--- config.mk ---
export PLATFORM = sky130hd
export DESIGN_NAME = traw_front
export DESIGN_NICKNAME = d
export VERILOG_FILES = /design/src/hdl/traw_pkg.sv /design/src/hdl/traw_front.sv
export SDC_FILE = /design/constraint.sdc
export NUM_CORES = 1
export LEC_CHECK = 0
export BUFFER_PORTS_ARGS = -buffer_cell sky130_fd_sc_hd__buf_2
export CORE_MARGIN = 1.5
export CORE_UTILIZATION = 41
export DETAILED_ROUTE_END_ITERATION = 12
export GPL_ROUTABILITY_DRIVEN = 0
export GPL_TIMING_DRIVEN = 0
export PLACE_DENSITY = 0.78
export SLEW_MARGIN = 15
export SYNTH_ARGS = -nofsm -noshare
export SYNTH_HDL_FRONTEND = slang
export SYNTH_SLANG_ARGS = --single-unit
export TNS_END_PERCENT = 10
--- constraint.sdc ---
create_clock -name clk -period 4.85 [get_ports clk]
set_input_delay 1.2125 -clock clk [delete_from_list [all_inputs] [get_ports clk]]
set_output_delay 1.2125 -clock clk [all_outputs]
set_load 0.01 [all_outputs]
--- src/hdl/traw_pkg.sv ---
// Shared types and constants for the taxonomy rank ancestor walk.
// Holds the request and result structs, the queue entry and the codes.
// No dependencies.
`default_nettype none

package traw_pkg;

	localparam int ID_W      = 25;
	localparam int RANK_W    = 3;
	localparam int OUT_RANKS = 6;
	localparam int LIMIT_W   = 8;
	localparam int MASK_W    = OUT_RANKS;

	localparam int ID_BITS_DEFAULT    = 25;
	localparam int RANK_COUNT_DEFAULT = 6;
	localparam int Q_DEPTH            = 2;

	localparam logic [LIMIT_W-1:0] LIMIT_RESET = 8'd64;

	// command field codes
	localparam logic CMD_LOAD  = 1'b0;
	localparam logic CMD_QUERY = 1'b1;

	// queue entry kinds, set by the front end
	localparam int KIND_W = 2;
	localparam logic [KIND_W-1:0] JOB_LOAD = 2'd0;
	localparam logic [KIND_W-1:0] JOB_WALK = 2'd1;
	localparam logic [KIND_W-1:0] JOB_NULL = 2'd2;

	typedef struct packed {
		logic              cmd;
		logic [ID_W-1:0]   node_id;
		logic [ID_W-1:0]   parent_id;
		logic [RANK_W-1:0] rank_level;
	} in_item_t;

	typedef struct packed {
		logic [ID_W-1:0]   query_echo;
		logic [ID_W-1:0]   species_ancestor;
		logic [ID_W-1:0]   genus_ancestor;
		logic [ID_W-1:0]   family_ancestor;
		logic [ID_W-1:0]   order_ancestor;
		logic [ID_W-1:0]   class_ancestor;
		logic [ID_W-1:0]   phylum_ancestor;
		logic [MASK_W-1:0] found_mask;
		logic              walk_cut;
	} out_item_t;

	typedef struct packed {
		logic [KIND_W-1:0] kind;
		in_item_t          item;
	} job_t;

endpackage

`default_nettype wire

--- src/hdl/traw_front.sv ---
// Front end: register each incoming request and classify it as load,
// walk or empty query before it enters the queue. Depends on traw_pkg.
`default_nettype none

module traw_front #(
	parameter int ID_BITS = 25
) (
	input  wire logic              clk,
	input  wire logic              arst_n,
	input  wire logic              in_valid,
	output logic                   in_stall,
	input  wire traw_pkg::in_item_t in_item,
	output logic                   push,
	output traw_pkg::job_t         push_job,
	input  wire logic              q_full
);

	import traw_pkg::*;

	logic              valid_s1;
	job_t              job_s1;
	logic [KIND_W-1:0] kind;

	// query of id zero is answered without a table read
	always_comb begin
		priority if (in_item.cmd == CMD_LOAD) begin
			kind = JOB_LOAD;
		end else if (ID_BITS'(in_item.node_id) == '0) begin
			kind = JOB_NULL;
		end else begin
			kind = JOB_WALK;
		end
	end

	assign in_stall = valid_s1 && q_full;
	assign push     = valid_s1 && !q_full;
	assign push_job = job_s1;

	always_ff @(posedge clk or negedge arst_n) begin
		if (!arst_n) begin
			valid_s1 <= 1'b0;
		end else if (!in_stall) begin
			valid_s1 <= in_valid;
		end
	end

	always_ff @(posedge clk) begin
		if (!in_stall && in_valid) begin
			job_s1.kind <= kind;
			job_s1.item <= in_item;
		end
	end

endmodule

`default_nettype wire

==> results.sh <==
export IMPL_clock_path_buffers=2
export IMPL_ant_nets=0
export IMPL_wire_per_inst_um=15.29
export IMPL_netlist_top_cells_count="edfxtp_1 (56), nor4_1 (5), nor2b_1 (2), nor3_1 (2)"
export IMPL_dr_first_iter_drc_count=75
export IMPL_crit_path_start_kind="input pin"
export IMPL_slew_headroom=0.7297
export IMPL_dp_slack_ns=1.988
export IMPL_combPwrFrac=0.083
export IMPL_diodes=0
export IMPL_ir_drop_mv=0.1678
export IMPL_hold_viol=0
export IMPL_reg2reg_slack_ns=3.41
export IMPL_avgSynthCellArea_um2=24.65
export IMPL_regArea_um2=1707
export IMPL_totalWireLength_um=3898
export IMPL_grt_overflow=0
export IMPL_slew_viol_final=0
export IMPL_viasPerCell=4.580
export IMPL_period_share=0.5893
export IMPL_post_synth_num_cell_types=12
export IMPL_dr_total_vias=1168
export IMPL_ys_seq_area_frac=0.9485
export IMPL_numCtsBuffers=9
export IMPL_cts_resized=0
export IMPL_finalPower_mw=1.064
export IMPL_power_share_clock=0.372
export IMPL_final_nets=259
export IMPL_final_cells=255
export IMPL_skew_ns=0.006559
export IMPL_hold_ws_ns=0.6679
export IMPL_synth_warnings=0
export IMPL_place_port_buffers=115
export IMPL_clock_latency_ns=0.31
export IMPL_power_internal_mw=0.8468
export IMPL_syn_inst=73
export IMPL_synth_net_count=131
export IMPL_die_width_um=69.25
export IMPL_drive_gt1_frac=0.6439
export IMPL_synth_top_area_cell="edfxtp_1"
export IMPL_seq_power_share=0.545
export IMPL_cp_max_fo=3
export IMPL_io_pins=116
export IMPL_synth_ff_type="edfxtp_1"
export IMPL_p_per_area_nw_per_um2=397.4
export IMPL_crit_type="input pin to output port"
export IMPL_clock_sinks=57
export IMPL_start_util=0.4372
export IMPL_rsz0062_at_grt="false"
export IMPL_grt_pass1_vias=1184
export IMPL_area_growth_pct=48.75
export IMPL_die_area_um2=4795
export IMPL_layout_min_cycle_time_ns=2.858
export IMPL_required_ns=3.64
export IMPL_async_reset_ff_frac=0.01754
export IMPL_post_cts_buffers=0
export IMPL_worstPathArrival_ns=1.65
export IMPL_setup_viol=0
export IMPL_min_path_type="input pin to asynchronous set/reset pin"
export IMPL_dp_hpwl_um=3014
export IMPL_p_switching_mw=0.2167
export IMPL_drc=0
export IMPL_antenna_found_initial=0
export IMPL_ctsRootBufferMaster="clkbuf_8"
export IMPL_fmax_ghz=0.3499
export IMPL_num_rows=23
export IMPL_tightest_slew_ns=0.4046
export IMPL_p_sw_frac=0.2038
export IMPL_cts_htree_levels=3
export IMPL_track_usage=0.1798
export IMPL_fillers=307
export IMPL_power_leakage_nw=1.144
export IMPL_synth_area_top_cells="edfxtp_1 (93%), nor4_1 (1.7%), dfrtp_1 (1.4%)"
export IMPL_synthMostInstantiatedCell="edfxtp_1"
export IMPL_die_h_um=69.25
export IMPL_firstDrtPassIters=4
export IMPL_clk_pin_slew_worst_paths_ns=0.06
export IMPL_end_kind="output port"
export IMPL_ys_ff_latch=57
export IMPL_multiInputGateArea_um2=96.34
export IMPL_grt_pass1_wl_um=6265
export IMPL_syn_area_um2=1799
export IMPL_setup_tns_ns=0
export IMPL_synth_edf_count=56
export IMPL_yosysTopAreaCellShare=0.9346
export IMPL_cts_hold_buf=0
export IMPL_cts_tree="yes"
export IMPL_placed_cells=240
export IMPL_status="complete, no violations"
export IMPL_drv_cap=0
export IMPL_coreArea_um2=4115
export IMPL_grt_max_degree=26
export IMPL_fin_ws_ns=1.992
## critical path, cell delays in order
cell	delay, ns
buf_2	0.10
and2_1	0.18
buf_2	0.15
## placed cells by master, fill, tap and decap left out
cell,netlist,final
bufinv_16,0,1
nor3_1,2,2
clkbuf_1,0,2
buf_16,0,2
nor4_1,5,5
nor2_1,1,1
o21a_1,1,1
nand4_1,1,1
nor2b_4,0,1
or2_2,1,1
dfrtp_1,1,1
buf_2,0,115
clkbuf_8,0,9
edfxtp_1,56,56
nand3_1,1,1
nor2b_1,2,1
and2_1,1,1
inv_1,1,1
clkinv_2,0,3
## cell families (layout without fill, tap and decap cells)
logic type	after synthesis	count (layout)	synth area share
DFF	57	57	0.9485
and+or+nand+nor	14	14	0.04520
AOI/OAI and AO/OA	1	1	0.004174
buffers and inverters	1	133	0.002084
## metrics by stage
stage,utilization,area [µm²]
after floorplan,-,1799
after global placement,0.5923,2437
after detailed placement,0.6075,2500
after CTS,0.6504,2676
after global routing,0.6504,2676
final,0.6504,2676
## registers in the layout (all words and copies together) (netlist names)
signal	flops
push_job	56
valid_s1	1
## final timing paths
check / from / endpoint / depth (start not counted)
max: q_full / in_stall / 3
min: arst_n / valid_s1 / 1
max reg2reg: valid_s1 / push_job[31] / 3
min reg2reg: valid_s1 / valid_s1 / 2
max in group asynchronous: arst_n / valid_s1 / 1
min in group clk: valid_s1 / valid_s1 / 2
## power by group through the flow
stage | logic [mW] | clock network [mW] | registers, mW
after floorplan | 0.0124 | 0 | 0.607
after CTS | 0.0901 | 0.407 | 0.580
after global routing | 0.0959 | 0.434 | 0.582
final | 0.0884 | 0.396 | 0.580
after detailed placement | 0.0900 | 0 | 0.590
after global placement | 0.0785 | 0 | 0.592
## routing by layer
metal | GRT usage | share of wire
met5 | 0 | 0
met4 | 0.07843 | 0.018
met3 | 0.09012 | 0.10
met2 | 0.2810 | 0.49
met1 | 0.2096 | 0.39
## final cells by class
type                            instances  area share
Sequential cell                        57      0.6377
Timing Repair Buffer                  117      0.2356
Clock buffer                           11     0.04909
Multi-Input combinational cell         15     0.03600
Tap cell                               50     0.02338
Clock inverter                          4     0.01683
Inverter                                1    0.001403
(Power assumes the default switching activity.)
