===== config.mk =====
export PLATFORM = sky130hd
export DESIGN_NAME = traw_queue
export DESIGN_NICKNAME = d
export VERILOG_FILES = /design/src/hdl/traw_pkg.sv /design/src/hdl/traw_queue.sv
export SDC_FILE = /design/constraint.sdc
export NUM_CORES = 1
export LEC_CHECK = 0
export BUFFER_PORTS_ARGS = -buffer_cell sky130_fd_sc_hd__buf_2
export CAP_MARGIN = 15
export CORE_ASPECT_RATIO = 0.6
export CORE_MARGIN = 1.5
export CORE_UTILIZATION = 36
export DETAILED_ROUTE_END_ITERATION = 10
export PLACE_DENSITY_LB_ADDON = 0.3
export SLEW_MARGIN = 20
export SYNTH_ARGS = -nofsm -noshare
export SYNTH_HDL_FRONTEND = slang
export SYNTH_SLANG_ARGS = --single-unit

===== constraint.sdc =====
create_clock -name clk -period 5.7 [get_ports clk]
set_input_delay 1.14 -clock clk [delete_from_list [all_inputs] [get_ports clk]]
set_output_delay 1.14 -clock clk [all_outputs]
set_load 0.01 [all_outputs]

===== src/hdl/traw_pkg.sv =====
// Shared types and constants for the taxonomy rank ancestor walk.
// Holds the request and result structs, the queue entry and the codes.
// No dependencies.
`default_nettype none

package traw_pkg;

	localparam int ID_W      = 25;
	localparam int RANK_W    = 3;
	localparam int OUT_RANKS = 6;
	localparam int LIMIT_W   = 8;
	localparam int MASK_W    = OUT_RANKS;

	localparam int ID_BITS_DEFAULT    = 25;
	localparam int RANK_COUNT_DEFAULT = 6;
	localparam int Q_DEPTH            = 2;

	localparam logic [LIMIT_W-1:0] LIMIT_RESET = 8'd64;

	// command field codes
	localparam logic CMD_LOAD  = 1'b0;
	localparam logic CMD_QUERY = 1'b1;

	// queue entry kinds, set by the front end
	localparam int KIND_W = 2;
	localparam logic [KIND_W-1:0] JOB_LOAD = 2'd0;
	localparam logic [KIND_W-1:0] JOB_WALK = 2'd1;
	localparam logic [KIND_W-1:0] JOB_NULL = 2'd2;

	typedef struct packed {
		logic              cmd;
		logic [ID_W-1:0]   node_id;
		logic [ID_W-1:0]   parent_id;
		logic [RANK_W-1:0] rank_level;
	} in_item_t;

	typedef struct packed {
		logic [ID_W-1:0]   query_echo;
		logic [ID_W-1:0]   species_ancestor;
		logic [ID_W-1:0]   genus_ancestor;
		logic [ID_W-1:0]   family_ancestor;
		logic [ID_W-1:0]   order_ancestor;
		logic [ID_W-1:0]   class_ancestor;
		logic [ID_W-1:0]   phylum_ancestor;
		logic [MASK_W-1:0] found_mask;
		logic              walk_cut;
	} out_item_t;

	typedef struct packed {
		logic [KIND_W-1:0] kind;
		in_item_t          item;
	} job_t;

endpackage

`default_nettype wire


===== src/hdl/traw_queue.sv =====
// Short FIFO between the front end and the walk engine.
// Depends on traw_pkg for the entry type and depth.
`default_nettype none

module traw_queue (
	input  wire logic          clk,
	input  wire logic          arst_n,
	input  wire logic          push,
	input  wire traw_pkg::job_t push_job,
	output logic               full,
	input  wire logic          pop,
	output traw_pkg::job_t     pop_job,
	output logic               empty
);

	import traw_pkg::*;

	localparam int PTR_W = (Q_DEPTH > 1) ? $clog2(Q_DEPTH) : 1;
	localparam int CNT_W = $clog2(Q_DEPTH + 1);
	localparam logic [PTR_W-1:0] LAST = PTR_W'(Q_DEPTH - 1);
	localparam logic [CNT_W-1:0] FULL_CNT = CNT_W'(Q_DEPTH);

	job_t             slot_q [Q_DEPTH];
	logic [PTR_W-1:0] wr_ptr_q;
	logic [PTR_W-1:0] rd_ptr_q;
	logic [CNT_W-1:0] count_q;
	logic             do_push;
	logic             do_pop;

	assign full    = (count_q == FULL_CNT);
	assign empty   = (count_q == '0);
	assign pop_job = slot_q[rd_ptr_q];
	assign do_push = push && !full;
	assign do_pop  = pop && !empty;

	always_ff @(posedge clk or negedge arst_n) begin
		if (!arst_n) begin
			wr_ptr_q <= '0;
			rd_ptr_q <= '0;
			count_q  <= '0;
		end else begin
			if (do_push) begin
				wr_ptr_q <= (wr_ptr_q == LAST) ? '0 : wr_ptr_q + 1'b1;
			end
			if (do_pop) begin
				rd_ptr_q <= (rd_ptr_q == LAST) ? '0 : rd_ptr_q + 1'b1;
			end
			if (do_push && !do_pop) begin
				count_q <= count_q + 1'b1;
			end else if (do_pop && !do_push) begin
				count_q <= count_q - 1'b1;
			end
		end
	end

	always_ff @(posedge clk) begin
		if (do_push) begin
			slot_q[wr_ptr_q] <= push_job;
		end
	end

endmodule

`default_nettype wire


==> results of run 1 <==
==> registers in the layout, indices dropped and copies added (netlist names) <==
signal / flops
rd_ptr_q: 1
count_q: 2
wr_ptr_q: 1
slot_q: 112
==> logic make-up after synthesis <==
kind of cell    Yosys count
buf+inv                   8
mux                      56
fa+ha+maj                 1
compound gates            1
flops                   116
simple gates              6
xor+xnor                  5
==> power groups by stage <==
stage	clock network, W	logic, W	registers, W
finish	0.00102	0.000771	0.00132
global route	0.00108	0.000836	0.00135
CTS	0.00104	0.000791	0.00133
detailed placement	0	0.000787	0.00134
global placement	0	0.000780	0.00133
floorplan	0	0.000611	0.00124
==> critical path, cell delays in order, from the launching register on <==
cell	delay (ps)
dfrtp_4	1030
mux2_2	440
buf_2	140
==> cells in the final DEF, fill, tap and decap left out <==
cell and instances:
nand2b_1 1, dfrtp_1 3, clkinv_4 1, nor2_1 2, bufinv_16 3, inv_1 2, clkinv_2 3, and3_2 1
clkinvlp_4 1, nor2_4 1, mux2_2 26, o21ai_0 1, buf_2 117, xnor2_1 3, edfxtp_1 112, buf_4 2
xor2_1 2, mux2_4 30, dfrtp_4 1, clkinv_1 6, clkbuf_16 17, ha_1 1, nand2_1 1
==> layer usage <==
metal	track usage	routed length, um	vias to the layer above
met5	0	0	-
met4	0.0675	93	0
met3	0.0670	692	10
met2	0.186	3340	89
met1	0.150	3400	1055
li1	-	-	1023
==> Yosys cell counts <==
cell and instances:
xnor2_1 3, dfrtp_1 4, nand2_1 1, buf_6 4, nor2_1 3, buf_2 2
ha_1 1, mux2_4 30, inv_1 2, mux2_2 26, and3_1 1, o21ai_0 1
nand2b_1 1, edfxtp_1 112, xor2_1 2
==> worst paths after layout <==
path / from / end / slack [ps] / depth (start not counted)
max: rd_ptr_q / pop_job[49] / 2500 / 2
max reg2reg: count_q[0] / slot_q[0][42] / 3450 / 4
min in group asynchronous: arst_n / count_q[0] / 540 / 1
min reg2reg: count_q[1] / count_q[1] / 530 / 1
max in group asynchronous: arst_n / rd_ptr_q / 5020 / 1
min: count_q[1] / count_q[1] / 530 / 1
==> final cells by class <==
class / instances / area [sq um]
repair buffers: 119 / 601
multi-input cells: 69 / 841
well taps: 160 / 200
clock inverters: 14 / 144
inverters: 2 / 7.51
fillers: 1030 / 5880
clock buffers: 17 / 425
flip-flops and latches: 116 / 3470
==> metrics by stage <==
stage	instance area (sq um)	setup WS (ps)	std cells
4_1_cts	5690	2450	497
2_1_floorplan	4360	1660	193
3_3_place_gp	5120	2790	466
5_1_grt	5690	2400	497
3_5_place_dp	5120	2730	466
6_report	5690	2500	497
==> results_dict.tcl, run 1 <==
set metrics [dict create \
    cts.clk_slew.worst_paths_ps 50 \
    drive_gt1_frac 0.602 \
    synth_top_cell_area_share 0.772 \
    grt_start_max_net_pins 58 \
    chipHeight_um 88.2 \
    die_area_sq_um 12800 \
    place.gp.congestion 0.686 \
    setup_tns_ps 0 \
    critical_path_class "register to output port" \
    htreeDepth 4 \
    grtUsageTotal 0.126 \
    skew_ps 6.09 \
    drv_slew 0 \
    avgSynthCellArea_sq_um 22.6 \
    coreArea_sq_um 11600 \
    whs_ps 531 \
    post-synth-top-area-cell "edfxtp_1" \
    die_x_um 145 \
    cts_setup_buffers 0 \
    synth_adder_area_share 0.00287 \
    ys_types 15 \
    maxCapViolations 0 \
    cp-end-kind "output port" \
    synth_area_leaders "edfxtp_1 (77%), mux2_4 (10%), mux2_2 (6.7%)" \
    diodes 0 \
    grt_pass1_wl_um 11700 \
    yosys.area_share.simple 0.00632 \
    synth-compound-area-share 0.00115 \
    avgViaCountPerCell 4.38 \
    synth_top_family_by_area "multiplexers" \
    synthesis.area_sq_um 4360 \
    synthCells 193 \
    status "complete, no violations" \
    fmax_mhz 312 \
    clock_sinks 116 \
    finalSetupViolCount 0 \
    cts_resized 0 \
    worstPathMaxFanout 57 \
    clk_latency_ps 400 \
    syn_nets 254 \
    overflow 0 \
    rows 30 \
    finalCritPeriodShare 0.562 \
    numCtsBuffers 17 \
    synth-seq-area-share 0.795 \
    fin_nets 386 \
    vias 2177 \
    crit_required_ps 4560 \
    tightest_slew_ps 948 \
    ir_worst_vdd_mv 0.239 \
    slew_headroom 0.368 \
    switching_share 0.273 \
    clk_path_buf_depth 2 \
    combPwrFrac 0.248 \
    power_switching_w 0.000848 \
    area_growth_pct 30.5 \
    start_util 0.377 \
    wl_per_cell_um 15.2 \
    power.density_nw_per_um2 547 \
    io_pins 118 \
    leakage_nw 2.24 \
    cts-root-buf "clkbuf_16" \
    arrival_ps 2060 \
    grt_pass1_vias 2293 \
    rsz0062_at_grt "false" \
    hp-class "register to register" \
    synthMuxAreaShare 0.171 \
    clkPwrFrac 0.328 \
    cts_tree "yes" \
    synth-xor-area-share 0.0100 \
    period_minus_slack_ps 3200 \
    hold_buffers 0 \
    p_seq_frac 0.424 \
    drt-initial-drc-count 99 \
    antenna_found_initial 0 \
    route.detailed.drc 0 \
    place_hpwl_um 4670 \
    power.total_w 0.00311 \
    synth-seq-cells 116 \
    first_pass_iters 4 \
    p_int_w 0.00226 \
    yosys_warnings 0 \
    final_core_util 0.492 \
    finalHoldViolations 0 \
    routed_wl_um 7530 \
    port_buffers 117 \
    crit_path_start_kind "register" \
    final_antenna_net_count 0 \
]
No activity file was read; power rests on OpenSTA's default activity.
==> run 2: changes to the inputs <==
==> constraint.sdc (replaced) <==
create_clock -name clk -period 2.9 [get_ports clk]
set_input_delay 0.58 -clock clk [delete_from_list [all_inputs] [get_ports clk]]
set_output_delay 0.58 -clock clk [all_outputs]
set_load 0.01 [all_outputs]
==> run 2 against run 1 <==
Net effect: register-to-register slack worse by 2300 ps; clock power is 120% higher; critical path depth is 1 higher; power is 110% higher; flip-flop and latch count stayed put; clock skew is 1.9 ps higher; largest power group unchanged; wire length is 2.1% higher; cell area is 2.2% higher; final cell count is 0.40% higher; critical path type unchanged; highest routed layer unchanged; via count is 0.87% higher.
==> results_dict.tcl, run 2 (synthesis results as in run 1) <==
set metrics [dict create \
    status "complete, no violations" \
    power.density_nw_per_um2 1100 \
    drt-initial-drc-count 102 \
    route.detailed.drc 0 \
    worst_slack_ps 429 \
    final_antenna_net_count 0 \
    grt_pass1_wl_um 12100 \
    slowest_delay_ps 680 \
    first_pass_iters 4 \
    cts_setup_buffers 0 \
    top_register "slot_q" \
    finalNonFillerCells 499 \
    finalSetupViolCount 0 \
    mostFrequentLayoutCells "buf_2 (117), edfxtp_1 (112), mux2_4 (30)" \
    fmax_mhz 405 \
    coreArea_sq_um 11600 \
    setup_tns_ps 0 \
    min_to "slot_q[1][32]" \
    largest_reg_flops 112 \
    rsz0062_at_grt "false" \
    cp_cell_sequence "buf_12 -> mux2_4 -> buf_2" \
    timing.rr.start "count_q[0]" \
    cts-root-buf "clkbuf_16" \
    wl_per_cell_um 15.4 \
    grt_pass1_vias 2374 \
    cts.clk_slew.worst_paths_ps 60 \
    cts_tree "yes" \
    arrival_ps 1890 \
    worstPathMaxFanout 32 \
    drive_gt1_frac 0.614 \
    path_delay_family "flip-flops" \
    slew_headroom 0.632 \
    tightest_slew_ps 552 \
    slowest_stage "dfrtp_4" \
    die_x_um 145 \
    cts_resized 0 \
    worst-path-buf-inv 2 \
    r2r_slack_ps 1110 \
    numCtsBuffers 17 \
    routed_wl_um 7690 \
    port_buffers 117 \
    finalHoldViolations 0 \
    htreeDepth 4 \
    final_core_util 0.502 \
    crit_required_ps 2320 \
    rows 30 \
    place_hpwl_um 5020 \
    grtUsageTotal 0.129 \
    place_area_sq_um 5160 \
    preCtsSetupSlack_ps 813 \
    dp.cells 467 \
    skew_ps 7.98 \
    grt_start_max_net_pins 50 \
    leakage_nw 2.28 \
    cp-end-kind "output port" \
    chipHeight_um 88.2 \
    vias 2196 \
    io_pins 118 \
    fillCellCount 1005 \
    ir_worst_vdd_mv 0.472 \
    hp-class "input port to register" \
    min_from "push_job[32]" \
    avgViaCountPerCell 4.40 \
    fin_area_sq_um 5810 \
    fin_nets 388 \
    drv_slew 0 \
    reg_top3 "slot_q: 112 flops, count_q: 2 flops" \
    antenna_found_initial 1 \
    clock_sinks 116 \
    holdPathStages 1 \
    die_area_sq_um 12800 \
    start_util 0.377 \
    ff2ff_path_depth 3 \
    place.gp.congestion 0.679 \
    maxCapViolations 0 \
    final_common_cell "buf_2" \
    period_minus_slack_ps 2470 \
    crit_path_start_kind "register" \
    finalCritPeriodShare 0.852 \
    critical_path_class "register to output port" \
    r2r-end "slot_q[1][45]" \
    overflow 0 \
    clk_latency_ps 400 \
    clk_path_buf_depth 2 \
    diodes 0 \
    area_growth_pct 33.3 \
]
run 2: layout make-up:
class                           count  area, sq um  share of cell area
Sequential cell                   116         3470               0.597
Multi-Input combinational cell     69          841               0.145
Timing Repair Buffer              121          656               0.113
Clock buffer                       17          425              0.0732
Clock inverter                     14          211              0.0364
Tap cell                          160          200              0.0345
Inverter                            2         7.51             0.00129
run 2: power breakdown:
| part | internal, W | switching (W) |
|---|---|---|
| Clock | 0.00151 | 0.000699 |
| Combinational | 0.000862 | 0.000827 |
| Sequential | 0.00230 | 0.000178 |
| Total | 0.00467 | 0.00170 |
run 2: worst max path at each step:
stage / depth (start not counted) / to / startpoint / slack (ps)
floorplan: 2 / slot_q[0][0] / push / 350
global placement: 3 / pop_job[33] / rd_ptr_q / 820
detailed placement: 3 / pop_job[35] / rd_ptr_q / 810
CTS: 3 / pop_job[33] / rd_ptr_q / 370
global route: 3 / pop_job[38] / rd_ptr_q / 310
finish: 3 / pop_job[11] / rd_ptr_q / 430
run 2: through the flow:
step,hold WS (ps),power [W]
after floorplan,284,0.00362
after global placement,389,0.00421
after detailed placement,394,0.00425
after CTS,348,0.00648
after global routing,351,0.00669
final,365,0.00638
run 2: timing repair:
action	CTS	global route
hold endpoints to repair	4	0
endpoints found under the setup margin	0	0
hold buffers	1	0
run 2: metal layers:
layer,vias up,share of wire,GRT usage
li1,1025,-,-
met4,0,0.0094,0.0506
met5,-,0,0
met3,6,0.095,0.0655
met1,1076,0.44,0.155
met2,89,0.46,0.201
